`config.mk`:
```
export PLATFORM = sky130hd
export DESIGN_NAME = utf8_decode_filter_unit_flat
export DESIGN_NICKNAME = d
export VERILOG_FILES = /design/src/rtl/u8df_pkg.sv /design/src/rtl/u8df_if.sv /design/src/rtl/u8df_step.sv /design/src/rtl/utf8_decode_filter_unit.sv /design/src/flat_wrapper.sv
export SDC_FILE = /design/constraint.sdc
export NUM_CORES = 1
export LEC_CHECK = 0
export BUFFER_PORTS_ARGS = -buffer_cell sky130_fd_sc_hd__buf_2
export CORE_MARGIN = 10
export CORE_UTILIZATION = 45
export DETAILED_ROUTE_END_ITERATION = 12
export GPL_ROUTABILITY_DRIVEN = 0
export GPL_TIMING_DRIVEN = 0
export PLACE_DENSITY = 0.63
export SYNTH_ARGS = -nofsm -noshare
export SYNTH_HDL_FRONTEND = slang
export SYNTH_SLANG_ARGS = --single-unit
export TNS_END_PERCENT = 30
```
`constraint.sdc`:
```
create_clock -name clk -period 3.4 [get_ports clk]
set_clock_uncertainty 0.1 [all_clocks]
set_input_delay 0.68 -clock clk [delete_from_list [all_inputs] [get_ports clk]]
set_output_delay 0.68 -clock clk [all_outputs]
set_load 0.02 [all_outputs]
```
`src/rtl/u8df_pkg.sv`:
```
// Package for the UTF-8 decode filter: decoder state, result type, range checks.
package u8df_pkg;

  localparam int unsigned CP_W = 21;

  localparam logic [CP_W-1:0] CP_MAX      = 21'h10FFFF;
  localparam logic [CP_W-1:0] SURR_LO     = 21'h00D800;
  localparam logic [CP_W-1:0] SURR_HI     = 21'h00DFFF;
  localparam logic [CP_W-1:0] CTRL_END    = 21'h000020;
  localparam logic [CP_W-1:0] DEL_CP      = 21'h00007F;
  localparam logic [CP_W-1:0] C1_END      = 21'h0000A0;
  localparam logic [CP_W-1:0] MIN_LEN2    = 21'h000080;
  localparam logic [CP_W-1:0] MIN_LEN3    = 21'h000800;
  localparam logic [CP_W-1:0] MIN_LEN4    = 21'h010000;

  // sequence length codes
  localparam logic [2:0] SEQ_NONE = 3'd0;
  localparam logic [2:0] SEQ_LEN2 = 3'd2;
  localparam logic [2:0] SEQ_LEN3 = 3'd3;
  localparam logic [2:0] SEQ_LEN4 = 3'd4;

  typedef struct packed {
    logic [1:0]      bytes_remaining;
    logic [2:0]      sequence_length;
    logic [CP_W-1:0] partial_value;
  } dec_state_t;

  typedef struct packed {
    logic            emit;
    logic [CP_W-1:0] code_point;
  } dec_result_t;

  localparam dec_state_t DEC_IDLE = '{2'd0, SEQ_NONE, '0};

  function automatic logic [CP_W-1:0] min_value(input logic [2:0] len);
    logic [CP_W-1:0] v;
    unique case (len)
      SEQ_LEN2: v = MIN_LEN2;
      SEQ_LEN3: v = MIN_LEN3;
      SEQ_LEN4: v = MIN_LEN4;
      default:  v = '0;
    endcase
    return v;
  endfunction

  // not a C0 control, DEL or C1 control
  function automatic logic printable(input logic [CP_W-1:0] cp);
    return !((cp < CTRL_END) || ((cp >= DEL_CP) && (cp < C1_END)));
  endfunction

  function automatic logic scalar_ok(input logic [CP_W-1:0] cp);
    return (cp <= CP_MAX) && !((cp >= SURR_LO) && (cp <= SURR_HI));
  endfunction

endpackage

```
`src/rtl/u8df_if.sv`:
```
// Valid/ready channel interfaces for the byte input and the code point output.
interface u8df_in_if;
  logic       valid;
  logic       ready;
  logic [7:0] byte_in;
  logic       string_end;

  modport source (output valid, output byte_in, output string_end, input ready);
  modport sink   (input valid, input byte_in, input string_end, output ready);
endinterface

interface u8df_out_if;
  logic                         valid;
  logic                         ready;
  logic [u8df_pkg::CP_W-1:0]    code_point;

  modport source (output valid, output code_point, input ready);
  modport sink   (input valid, input code_point, output ready);
endinterface

```
`src/rtl/u8df_step.sv`:
```
// Combinational decode of one byte against the current sequence state.
module u8df_step (
  input  u8df_pkg::dec_state_t  st,
  input  logic [7:0]            byte_in,
  input  logic                  string_end,
  output u8df_pkg::dec_state_t  st_nxt,
  output u8df_pkg::dec_result_t res
);

  logic                      lead;
  logic [u8df_pkg::CP_W-1:0] pv;
  logic [1:0]                br;

  always_comb begin
    st_nxt = st;
    res    = '0;
    lead   = 1'b1;
    pv     = {st.partial_value[u8df_pkg::CP_W-7:0], byte_in[5:0]};
    br     = st.bytes_remaining - 2'd1;

    if (st.bytes_remaining != 2'd0) begin
      if (byte_in[7:6] == 2'b10) begin
        lead                   = 1'b0;
        st_nxt.partial_value   = pv;
        st_nxt.bytes_remaining = br;
        if (br == 2'd0) begin
          // sequence complete: range, overlong, surrogate and control checks
          st_nxt         = u8df_pkg::DEC_IDLE;
          res.code_point = pv;
          res.emit       = (pv >= u8df_pkg::min_value(st.sequence_length)) &&
                           u8df_pkg::scalar_ok(pv) && u8df_pkg::printable(pv);
        end
      end else begin
        // broken sequence; this byte restarts as a lead
        st_nxt = u8df_pkg::DEC_IDLE;
      end
    end

    if (lead) begin
      if (!byte_in[7]) begin
        res.code_point = {13'd0, byte_in};
        res.emit       = u8df_pkg::printable({13'd0, byte_in});
      end else if (byte_in[7:5] == 3'b110) begin
        st_nxt = '{2'd1, u8df_pkg::SEQ_LEN2, {16'd0, byte_in[4:0]}};
      end else if (byte_in[7:4] == 4'b1110) begin
        st_nxt = '{2'd2, u8df_pkg::SEQ_LEN3, {17'd0, byte_in[3:0]}};
      end else if (byte_in[7:3] == 5'b11110) begin
        st_nxt = '{2'd3, u8df_pkg::SEQ_LEN4, {18'd0, byte_in[2:0]}};
      end
      // other leads dropped
    end

    if (string_end && (st_nxt.bytes_remaining != 2'd0)) begin
      st_nxt = u8df_pkg::DEC_IDLE;
    end
  end

endmodule

```
`src/rtl/utf8_decode_filter_unit.sv`:
```
// Top level of the validating UTF-8 decoder with control-character filter.
// Takes one byte per transaction and gives at most one 21-bit code point per byte.
// Sustained rate is one byte per clock while out_chan.ready is not held low: an
// input register holds the byte, the decode (sequence state update plus range
// checks) is one short combinational step, and the code point lands in an
// output register. The input side keeps taking bytes while a result waits, as
// long as the input register can drain into the output register in the same
// cycle. Malformed sequences, overlong forms, surrogates, values above U+10FFFF
// and C0/C1 controls and DEL give no transaction. With enable clear bytes are
// swallowed and the partial sequence is held, so it resumes when enable is set
// again. Write enable only while no byte is in flight.
module utf8_decode_filter_unit (
  input  logic              clk,
  input  logic              rst_n,
  u8df_in_if.sink           in_chan,
  u8df_out_if.source        out_chan,
  input  logic              cfg_we,
  input  logic              cfg_wdata
);

  // enable register
  logic enable_r;

  // input register
  logic       s1_valid_r;
  logic [7:0] s1_byte_r;
  logic       s1_end_r;

  // decoder state and output register
  u8df_pkg::dec_state_t      state_r;
  u8df_pkg::dec_state_t      state_nxt;
  u8df_pkg::dec_result_t     step_res;
  logic                      out_valid_r;
  logic [u8df_pkg::CP_W-1:0] out_cp_r;

  logic advance;
  logic in_take;

  // byte moves into decode when the output register is free or being emptied
  assign advance        = s1_valid_r && (!out_valid_r || out_chan.ready);
  assign in_chan.ready  = !s1_valid_r || advance;
  assign in_take        = in_chan.valid && in_chan.ready;

  assign out_chan.valid      = out_valid_r;
  assign out_chan.code_point = out_cp_r;

  u8df_step u_step (
    .st         (state_r),
    .byte_in    (s1_byte_r),
    .string_end (s1_end_r),
    .st_nxt     (state_nxt),
    .res        (step_res)
  );

  always_ff @(posedge clk) begin
    if (!rst_n) begin
      enable_r <= 1'b0;
    end else if (cfg_we) begin
      enable_r <= cfg_wdata;
    end
  end

  // input register
  always_ff @(posedge clk) begin
    if (!rst_n) begin
      s1_valid_r <= 1'b0;
    end else if (in_take) begin
      s1_valid_r <= 1'b1;
    end else if (advance) begin
      s1_valid_r <= 1'b0;
    end
  end

  always_ff @(posedge clk) begin
    if (in_take) begin
      s1_byte_r <= in_chan.byte_in;
      s1_end_r  <= in_chan.string_end;
    end
  end

  // sequence state: untouched while disabled
  always_ff @(posedge clk) begin
    if (!rst_n) begin
      state_r <= u8df_pkg::DEC_IDLE;
    end else if (advance && enable_r) begin
      state_r <= state_nxt;
    end
  end

  // output register
  always_ff @(posedge clk) begin
    if (!rst_n) begin
      out_valid_r <= 1'b0;
    end else if (advance) begin
      out_valid_r <= enable_r && step_res.emit;
    end else if (out_chan.ready) begin
      out_valid_r <= 1'b0;
    end
  end

  always_ff @(posedge clk) begin
    if (advance) begin
      out_cp_r <= step_res.code_point;
    end
  end

endmodule

```
`src/flat_wrapper.sv`:
```
// flat-port wrapper written by rule: the top's interface ports become plain ports
module utf8_decode_filter_unit_flat 
  (clk, rst_n, cfg_we, cfg_wdata, in_chan_valid, in_chan_byte_in, in_chan_string_end, in_chan_ready, out_chan_valid, out_chan_code_point, out_chan_ready);
  u8df_in_if in_chan_i ();
  u8df_out_if out_chan_i ();
  input  logic clk;
  input  logic rst_n;
  input  logic cfg_we;
  input  logic cfg_wdata;
  input wire logic [$bits(in_chan_i.valid)-1:0] in_chan_valid;
  input wire logic [$bits(in_chan_i.byte_in)-1:0] in_chan_byte_in;
  input wire logic [$bits(in_chan_i.string_end)-1:0] in_chan_string_end;
  output wire logic [$bits(in_chan_i.ready)-1:0] in_chan_ready;
  output wire logic [$bits(out_chan_i.valid)-1:0] out_chan_valid;
  output wire logic [$bits(out_chan_i.code_point)-1:0] out_chan_code_point;
  input wire logic [$bits(out_chan_i.ready)-1:0] out_chan_ready;
  assign in_chan_i.valid = in_chan_valid;
  assign in_chan_i.byte_in = in_chan_byte_in;
  assign in_chan_i.string_end = in_chan_string_end;
  assign in_chan_ready = in_chan_i.ready;
  assign out_chan_valid = out_chan_i.valid;
  assign out_chan_code_point = out_chan_i.code_point;
  assign out_chan_i.ready = out_chan_ready;
  utf8_decode_filter_unit u_core (.clk(clk), .rst_n(rst_n), .in_chan(in_chan_i), .out_chan(out_chan_i), .cfg_we(cfg_we), .cfg_wdata(cfg_wdata));
endmodule
```
After elaboration in Yosys (flattened, before gate mapping)
Cells that the tools add are included.
{"block": "classes", "addsub": 1, "magnitude_cmp": 10, "eq_ne": 7, "mux": 24, "n_reduce_logical": 25}
{"cell": "26-bit 2-to-1 mux", "n": 9}
{"cell": "22-bit 2-to-1 mux", "n": 5}
{"cell": "21-bit 2-to-1 mux", "n": 3}
{"cell": "17-bit case mux with 3 select lines", "n": 1}
{"cell": "21-bit by 16-bit >= comparator with 1-bit output, second input constant", "n": 1}
{"cell": "21-bit >= comparator", "n": 1}
{"cell": "21-bit by 7-bit >= comparator with 1-bit output, second input constant", "n": 1}
{"cell": "21-bit by 16-bit <= comparator with 1-bit output, second input constant", "n": 1}
{"cell": "21-bit <= comparator, second input constant", "n": 1}
{"cell": "21-bit by 6-bit < comparator with 1-bit output, second input constant", "n": 1}
{"cell": "21-bit by 8-bit < comparator with 1-bit output, second input constant", "n": 1}
{"cell": "1-bit logical AND", "n": 11}
{"cell": "8-bit by 7-bit >= comparator with 1-bit output, second input constant", "n": 1}
{"cell": "8-bit by 6-bit < comparator with 1-bit output, second input constant", "n": 1}
{"cell": "8-bit < comparator, second input constant", "n": 1}
{"cell": "2-bit nonzero test", "n": 4}
{"cell": "3-bit by 2-bit == test with 1-bit output, second input constant", "n": 2}
{"cell": "3-bit == test, second input constant", "n": 2}
{"cell": "1-bit 2-to-1 mux", "n": 6}
{"cell": "5-bit == test, second input constant", "n": 1}
{"cell": "1-bit zero test", "n": 5}
{"cell": "4-bit == test, second input constant", "n": 1}
{"cell": "1-bit logical OR", "n": 4}
{"cell": "2-bit == test, second input constant", "n": 1}
{"cell": "2 further kinds", "n": 2}
{"block": "totals", "reg_bits": 59, "output_inout_bits": 23, "wordCells": 76}

Logic depth before layout (Yosys ltp)
{"block": "logic_depth", "word_depth": 15, "mapped_depth": 10, "ltp_nobuf": 8}

Modules after synthesis
A second synthesis with hierarchy kept.
{"block": "hier_totals", "hier_cells": 309, "area_unflattened_um2": 3079.2}
{"module": "utf8_decode_filter_unit", "n_inst": 1, "cells_each": 159, "area_each_um2": 2123.3, "seq_area_each_um2": 1481.4}
{"module": "u8df_step", "n_inst": 1, "cells_each": 150, "area_each_um2": 955.9, "seq_area_each_um2": 0.0}

Worst setup path after synthesis
OpenSTA, ideal clock, no wires.
{"block": "synth_timing", "path_type": "input port to flip-flop", "from": "input port out_chan_ready", "to": "register u_core.state_r[10] in the netlist's numbering", "arrival_time_ps": 2305, "path_slack_ps": 934, "cell_stages": 5, "cell_sequence": "nand2b_1 > and2_1 > nand2_1 > nor4b_4 > a22o_1"}
{"block": "synth_via", "elab_chain_cells": 3}
{"item": "start, declared", "line": "flat_wrapper.sv:16", "rtl": "input wire logic [$bits(out_chan_i.ready)-1:0] out_chan_ready;"}
{"item": "1-bit logical OR", "line": "utf8_decode_filter_unit.sv:40", "rtl": "assign advance = s1_valid_r && (!out_valid_r || out_chan.ready);"}
{"item": "1-bit logical AND", "line": "utf8_decode_filter_unit.sv:40"}
{"item": "named net u_core.advance", "line": "utf8_decode_filter_unit.sv:36", "rtl": "logic advance;"}
{"item": "1-bit logical AND", "line": "utf8_decode_filter_unit.sv:85", "rtl": "end else if (advance && enable_r) begin"}
{"item": "end signal, assigned", "line": "utf8_decode_filter_unit.sv:84", "rtl": "state_r <= u8df_pkg::DEC_IDLE;"}
{"item": "end signal, assigned", "line": "utf8_decode_filter_unit.sv:86", "rtl": "state_r <= state_nxt;"}
{"item": "end, declared", "line": "utf8_decode_filter_unit.sv:30", "rtl": "u8df_pkg::dec_state_t state_r;"}
The timed path passes the listed nets, and every way through them passes these cells.
A chain may end at the register's enable or synchronous reset.

Worst setup path after layout
{"block": "layout_timing", "from": "register u_core.state_r[24] in the netlist's numbering", "to": "register u_core.state_r[14] in the netlist's numbering"}
{"block": "layout_via", "elab_chain_cells": 13}
{"item": "2-bit by 1-bit subtractor with 2-bit output", "line": "u8df_step.sv:19", "rtl": "br = st.bytes_remaining - 2'd1;"}
{"item": "2-bit zero test", "line": "u8df_step.sv:26", "rtl": "if (br == 2'd0) begin"}
{"item": "26-bit 2-to-1 mux", "line": "u8df_step.sv:26"}
{"item": "26-bit 2-to-1 mux", "line": "u8df_step.sv:22", "rtl": "if (byte_in[7:6] == 2'b10) begin"}
{"item": "26-bit 2-to-1 mux", "line": "u8df_step.sv:21", "rtl": "if (st.bytes_remaining != 2'd0) begin"}
{"item": "26-bit 2-to-1 mux", "line": "u8df_step.sv:47", "rtl": "end else if (byte_in[7:3] == 5'b11110) begin"}
{"item": "26-bit 2-to-1 mux", "line": "u8df_step.sv:45", "rtl": "end else if (byte_in[7:4] == 4'b1110) begin"}
{"item": "26-bit 2-to-1 mux", "line": "u8df_step.sv:43", "rtl": "end else if (byte_in[7:5] == 3'b110) begin"}
{"item": "26-bit 2-to-1 mux", "line": "u8df_step.sv:40", "rtl": "if (!byte_in[7]) begin"}
{"item": "26-bit 2-to-1 mux (*)", "line": "u8df_step.sv:39", "rtl": "if (lead) begin"}
{"item": "2-bit nonzero test", "line": "u8df_step.sv:53", "rtl": "if (string_end && (st_nxt.bytes_remaining != 2'd0)) begin"}
{"item": "1-bit logical AND", "line": "u8df_step.sv:53"}
{"item": "26-bit 2-to-1 mux (*)", "line": "u8df_step.sv:53"}
Mark *: on every way between the ends. The rest lies on a longest branch, timed or not.

==> key figures <==
Route
  • Vias/cell: 5.44
  • Final WL: 5100 um
  • Via count: 1799
  • Wire length per cell: 15.4 um
  • Initial DRT Pass Iterations: 4
  • DR DRC count: 0
  • Final ANT Viol Nets: 0
  • Initial DRC Count: 87

Final layout
  • Area of the multi-input gates: 0.00102 mm^2
  • Register area: 0.00136 mm^2
  • Layout area overhead: 15.8%
  • Diode count: 0
  • Finished Core Util: 0.548
  • Share of cells above drive strength 1: 0.253
  • Nets: 280
  • Fill cell count: 465

Clock tree
  • CTS Hold Buffers Added: 0
  • H-Tree Depth: 2
  • Worst-Skew Late Latency: 0.31 ns
  • CTS tree: yes
  • Worst-path clk slew: 0.10 ns
  • Post-CTS setup buffer count: 0
  • Root Driver: clkbuf_8
  • CTS Buffer Depth: 2
  • Post_cts resized: 0
  • Inserted Clock Buffers: 5
  • TritonCTS Sinks: 53

Worst setup path
  • FF-to-FF End: u_core.state_r[14]$_SDFFE_PN0P_
  • R2R Setup Slk: 0.62 ns
  • Worst Path Arrival: 2.88 ns
  • CP Capture Type: register
  • CP Launch Type: register
  • CP Buf/Inv Count: 2
  • Crit-path leading delay family: compound AO/OA/AOI/OAI gates
  • Crit-path slowest cell: nor3b_4
  • Max stage delay on crit path: 0.48 ns
  • Reg2reg path depth: 9
  • Reg-to-reg startpoint: u_core.state_r[24]$_SDFFE_PN0P_
  • WP data required: 3.50 ns
  • CP max FO: 10
  • Worst-path cell chain: inv_1, ha_1, nor3b_4, nand2_4, a221o_1, a21boi_4, o21ai_4, buf_6, a22o_1
  • Setup Crit Path Kind: register to register

Die
  • Die outline area: 0.00883 mm^2
  • Initial Utilization: 0.473
  • Die Span X: 94.0 um
  • Die Y: 94.0 um
  • Rows: 26
  • Core ar.: 0.00520 mm^2
  • I/O pins: 38

Power and ir drop
  • P_leak: 1.11 nW
  • Power per standard cell area: 439 mW/mm^2
  • Worst VDD drop: 190 uV

Yosys
  • Largest area contributor in the netlist: edfxtp_1
  • Top FF cell, synth: edfxtp_1
  • Leading cell types by count after synthesis: 30 x edfxtp_1, 23 x dfxtp_1, 16 x nand2_1
  • Post-synthesis sequential area ratio: 0.553
  • Post-Synth XOR/XNOR Area: 0
  • Mapped Nets: 236
  • Adder-cell area share of the yosys netlist: 0.0254
  • Flops & latches, synth: 53
  • Largest family of logic cells by synthesized area: simple AND/OR/NAND/NOR gates
  • Post-Syn Instances: 216
  • Count leader, synth: edfxtp_1
  • Number of synthesized flops with an enable pin: 30
  • Post-synthesis mux area share: 0.00407
  • Compound-cell area share of the yosys netlist: 0.163
  • Yosys cell types: 54
  • Syn. warnings: 0
  • Post-Synth Simple-Gate Area: 0.222
  • Synthesized area: 0.00246 mm^2
  • Mean area per synthesized cell: 11.4 um^2
  • Area share of the largest cell type after synthesis: 0.366
  • Top cells by area, synth: edfxtp_1 37%, dfxtp_1 19%, a22o_1 3.6%, and3_1 2.5%, ha_1 2.5%
  • Async SR Flop Fraction: 0

Worst hold path
  • Hold WC Path Type: register to register
  • Worst Hold Endpoint: u_core.state_r[12]$_SDFFE_PN0P_
  • WHS Path Cells: 1
  • Hold Startpoint: u_core.state_r[12]$_SDFFE_PN0P_

Flow run
  • Max Cap Viol: 0

Timing
  • Fin worst setup slack: 0.621 ns
  • RSZ-0062 raised after global routing: no
  • Slew Limit Headroom: 0.348
  • Worst slew pin tran: 0.978 ns
  • Final hold vios: 0
  • Period utilization: 0.817
  • Period minus WS final: 2.78 ns
  • Final Max Tran Viols: 0
  • F_max: 0.360 GHz
  • Final-report setup violation count: 0
  • Setup TNS: 0 ns

Global routing
  • Largest net degree at the start of global routing: 24
  • GR Overflow Total: 0
  • Initial antenna violation count: 0
  • Vias in the first global route: 1742
  • First-pass GRT wire length: 8450 um
  • GRT Overall Usage: 0.118

Place
  • Number of port buffers: 37
  • Post-Place Setup Slack: 0.312 ns
  • Post-DP HPWL: 3700 um

Run status
  • Status: finished clean
## routing by layer
| metal | vias up | GRT usage | share of wire |
|---|---|---|---|
| met5 | - | 0 | 0 |
| met3 | 6 | 0.0304 | 0.048 |
| li1 | 901 | - | - |
| met4 | 0 | 0.0405 | 0.010 |
| met1 | 855 | 0.150 | 0.45 |
| met2 | 37 | 0.191 | 0.49 |
## power breakdown
group          internal (mW)  leakage (nW)  switching [mW]
logic                 0.0453         0.585          0.0728
clock network          0.220        0.0543           0.202
registers              0.700         0.475          0.0123
total                  0.965          1.11           0.287
## worst max-delay path by stage
stage / start / end / slack (ns) / depth (start not counted)
after detailed placement: out_chan_ready / u_core.state_r[11]$_SDFFE_PN0P_ / 0.31 / 6
after CTS: u_core.state_r[24]$_SDFFE_PN0P_ / u_core.state_r[14]$_SDFFE_PN0P_ / 0.61 / 9
after global routing: out_chan_ready / u_core.state_r[14]$_SDFFE_PN0P_ / 0.45 / 6
after floorplan: out_chan_ready / u_core.state_r[10]$_SDFFE_PN0P_ / 0.93 / 5
final: u_core.state_r[24]$_SDFFE_PN0P_ / u_core.state_r[14]$_SDFFE_PN0P_ / 0.62 / 9
after global placement: out_chan_ready / u_core.state_r[10]$_SDFFE_PN0P_ / 0.30 / 6
## cell type report
| cell class | count | share of cell area |
|---|---|---|
| Buffer | 11 | 0.0202 |
| Clock buffer | 5 | 0.0241 |
| Clock inverter | 3 | 0.0162 |
| Inverter | 6 | 0.00790 |
| Multi-Input combinational cell | 146 | 0.358 |
| Sequential cell | 53 | 0.478 |
| Tap cell | 70 | 0.0307 |
| Timing Repair Buffer | 37 | 0.0650 |
## flip-flops by register name, indices dropped and copies added (netlist names)
register / flops
u_core.out_chan.code_point: 21
u_core.out_chan.valid: 1
u_core.s1_end_r: 1
u_core.state_r: 20
u_core.s1_valid_r: 1
u_core.enable_r: 1
u_core.s1_byte_r: 8
## stage by stage
step           area [um^2]  total power [mW]  instances  hold WS [ns]
2_1_floorplan         2460             0.807        216         0.355
3_3_place_gp          2740             0.845        323         0.378
3_5_place_dp          2740             0.846        323         0.388
4_1_cts               2850              1.27        331         0.412
5_1_grt               2850              1.30        331         0.439
6_report              2850              1.25        331         0.409
## worst reg2reg max path, delay by kind of cell (launching register included)
family / cells / cell delay, ns
and+or+nand+nor: 2 / 0.61
adders and majority gates: 1 / 0.25
AOI/OAI and AO/OA: 4 / 1.05
buffers and inverters: 2 / 0.23
DFF: 1 / 0.44
## cells by family after synthesis
logic type,Yosys count
AND/OR/NAND/NOR,90
flip-flops,53
AO/OA/AOI/OAI,50
buffers and inverters,17
adder cells (fa/ha/maj),5
multiplexers,1
## placed cells by master, fill, tap and decap left out, drive strengths merged, types with 2 or more instances in the layout
cell and count:
nor4b 2, nor2b 6, nand3 8, nand2 17, inv 6, o31ai 2
nor3 5, nand2b 2, clkbuf 13, or3 2, and3 16, buf 40
ha 5, a2bb2oi 2, nor3b 4, and2 10, a21boi 3, dfxtp 23
nor2 10, o21ai 6, edfxtp 30, o41ai 2, a31oi 2, a22o 13
nand3b 2, a211oi 2, a21oi 8
No activity file was read; power rests on OpenSTA's default activity.
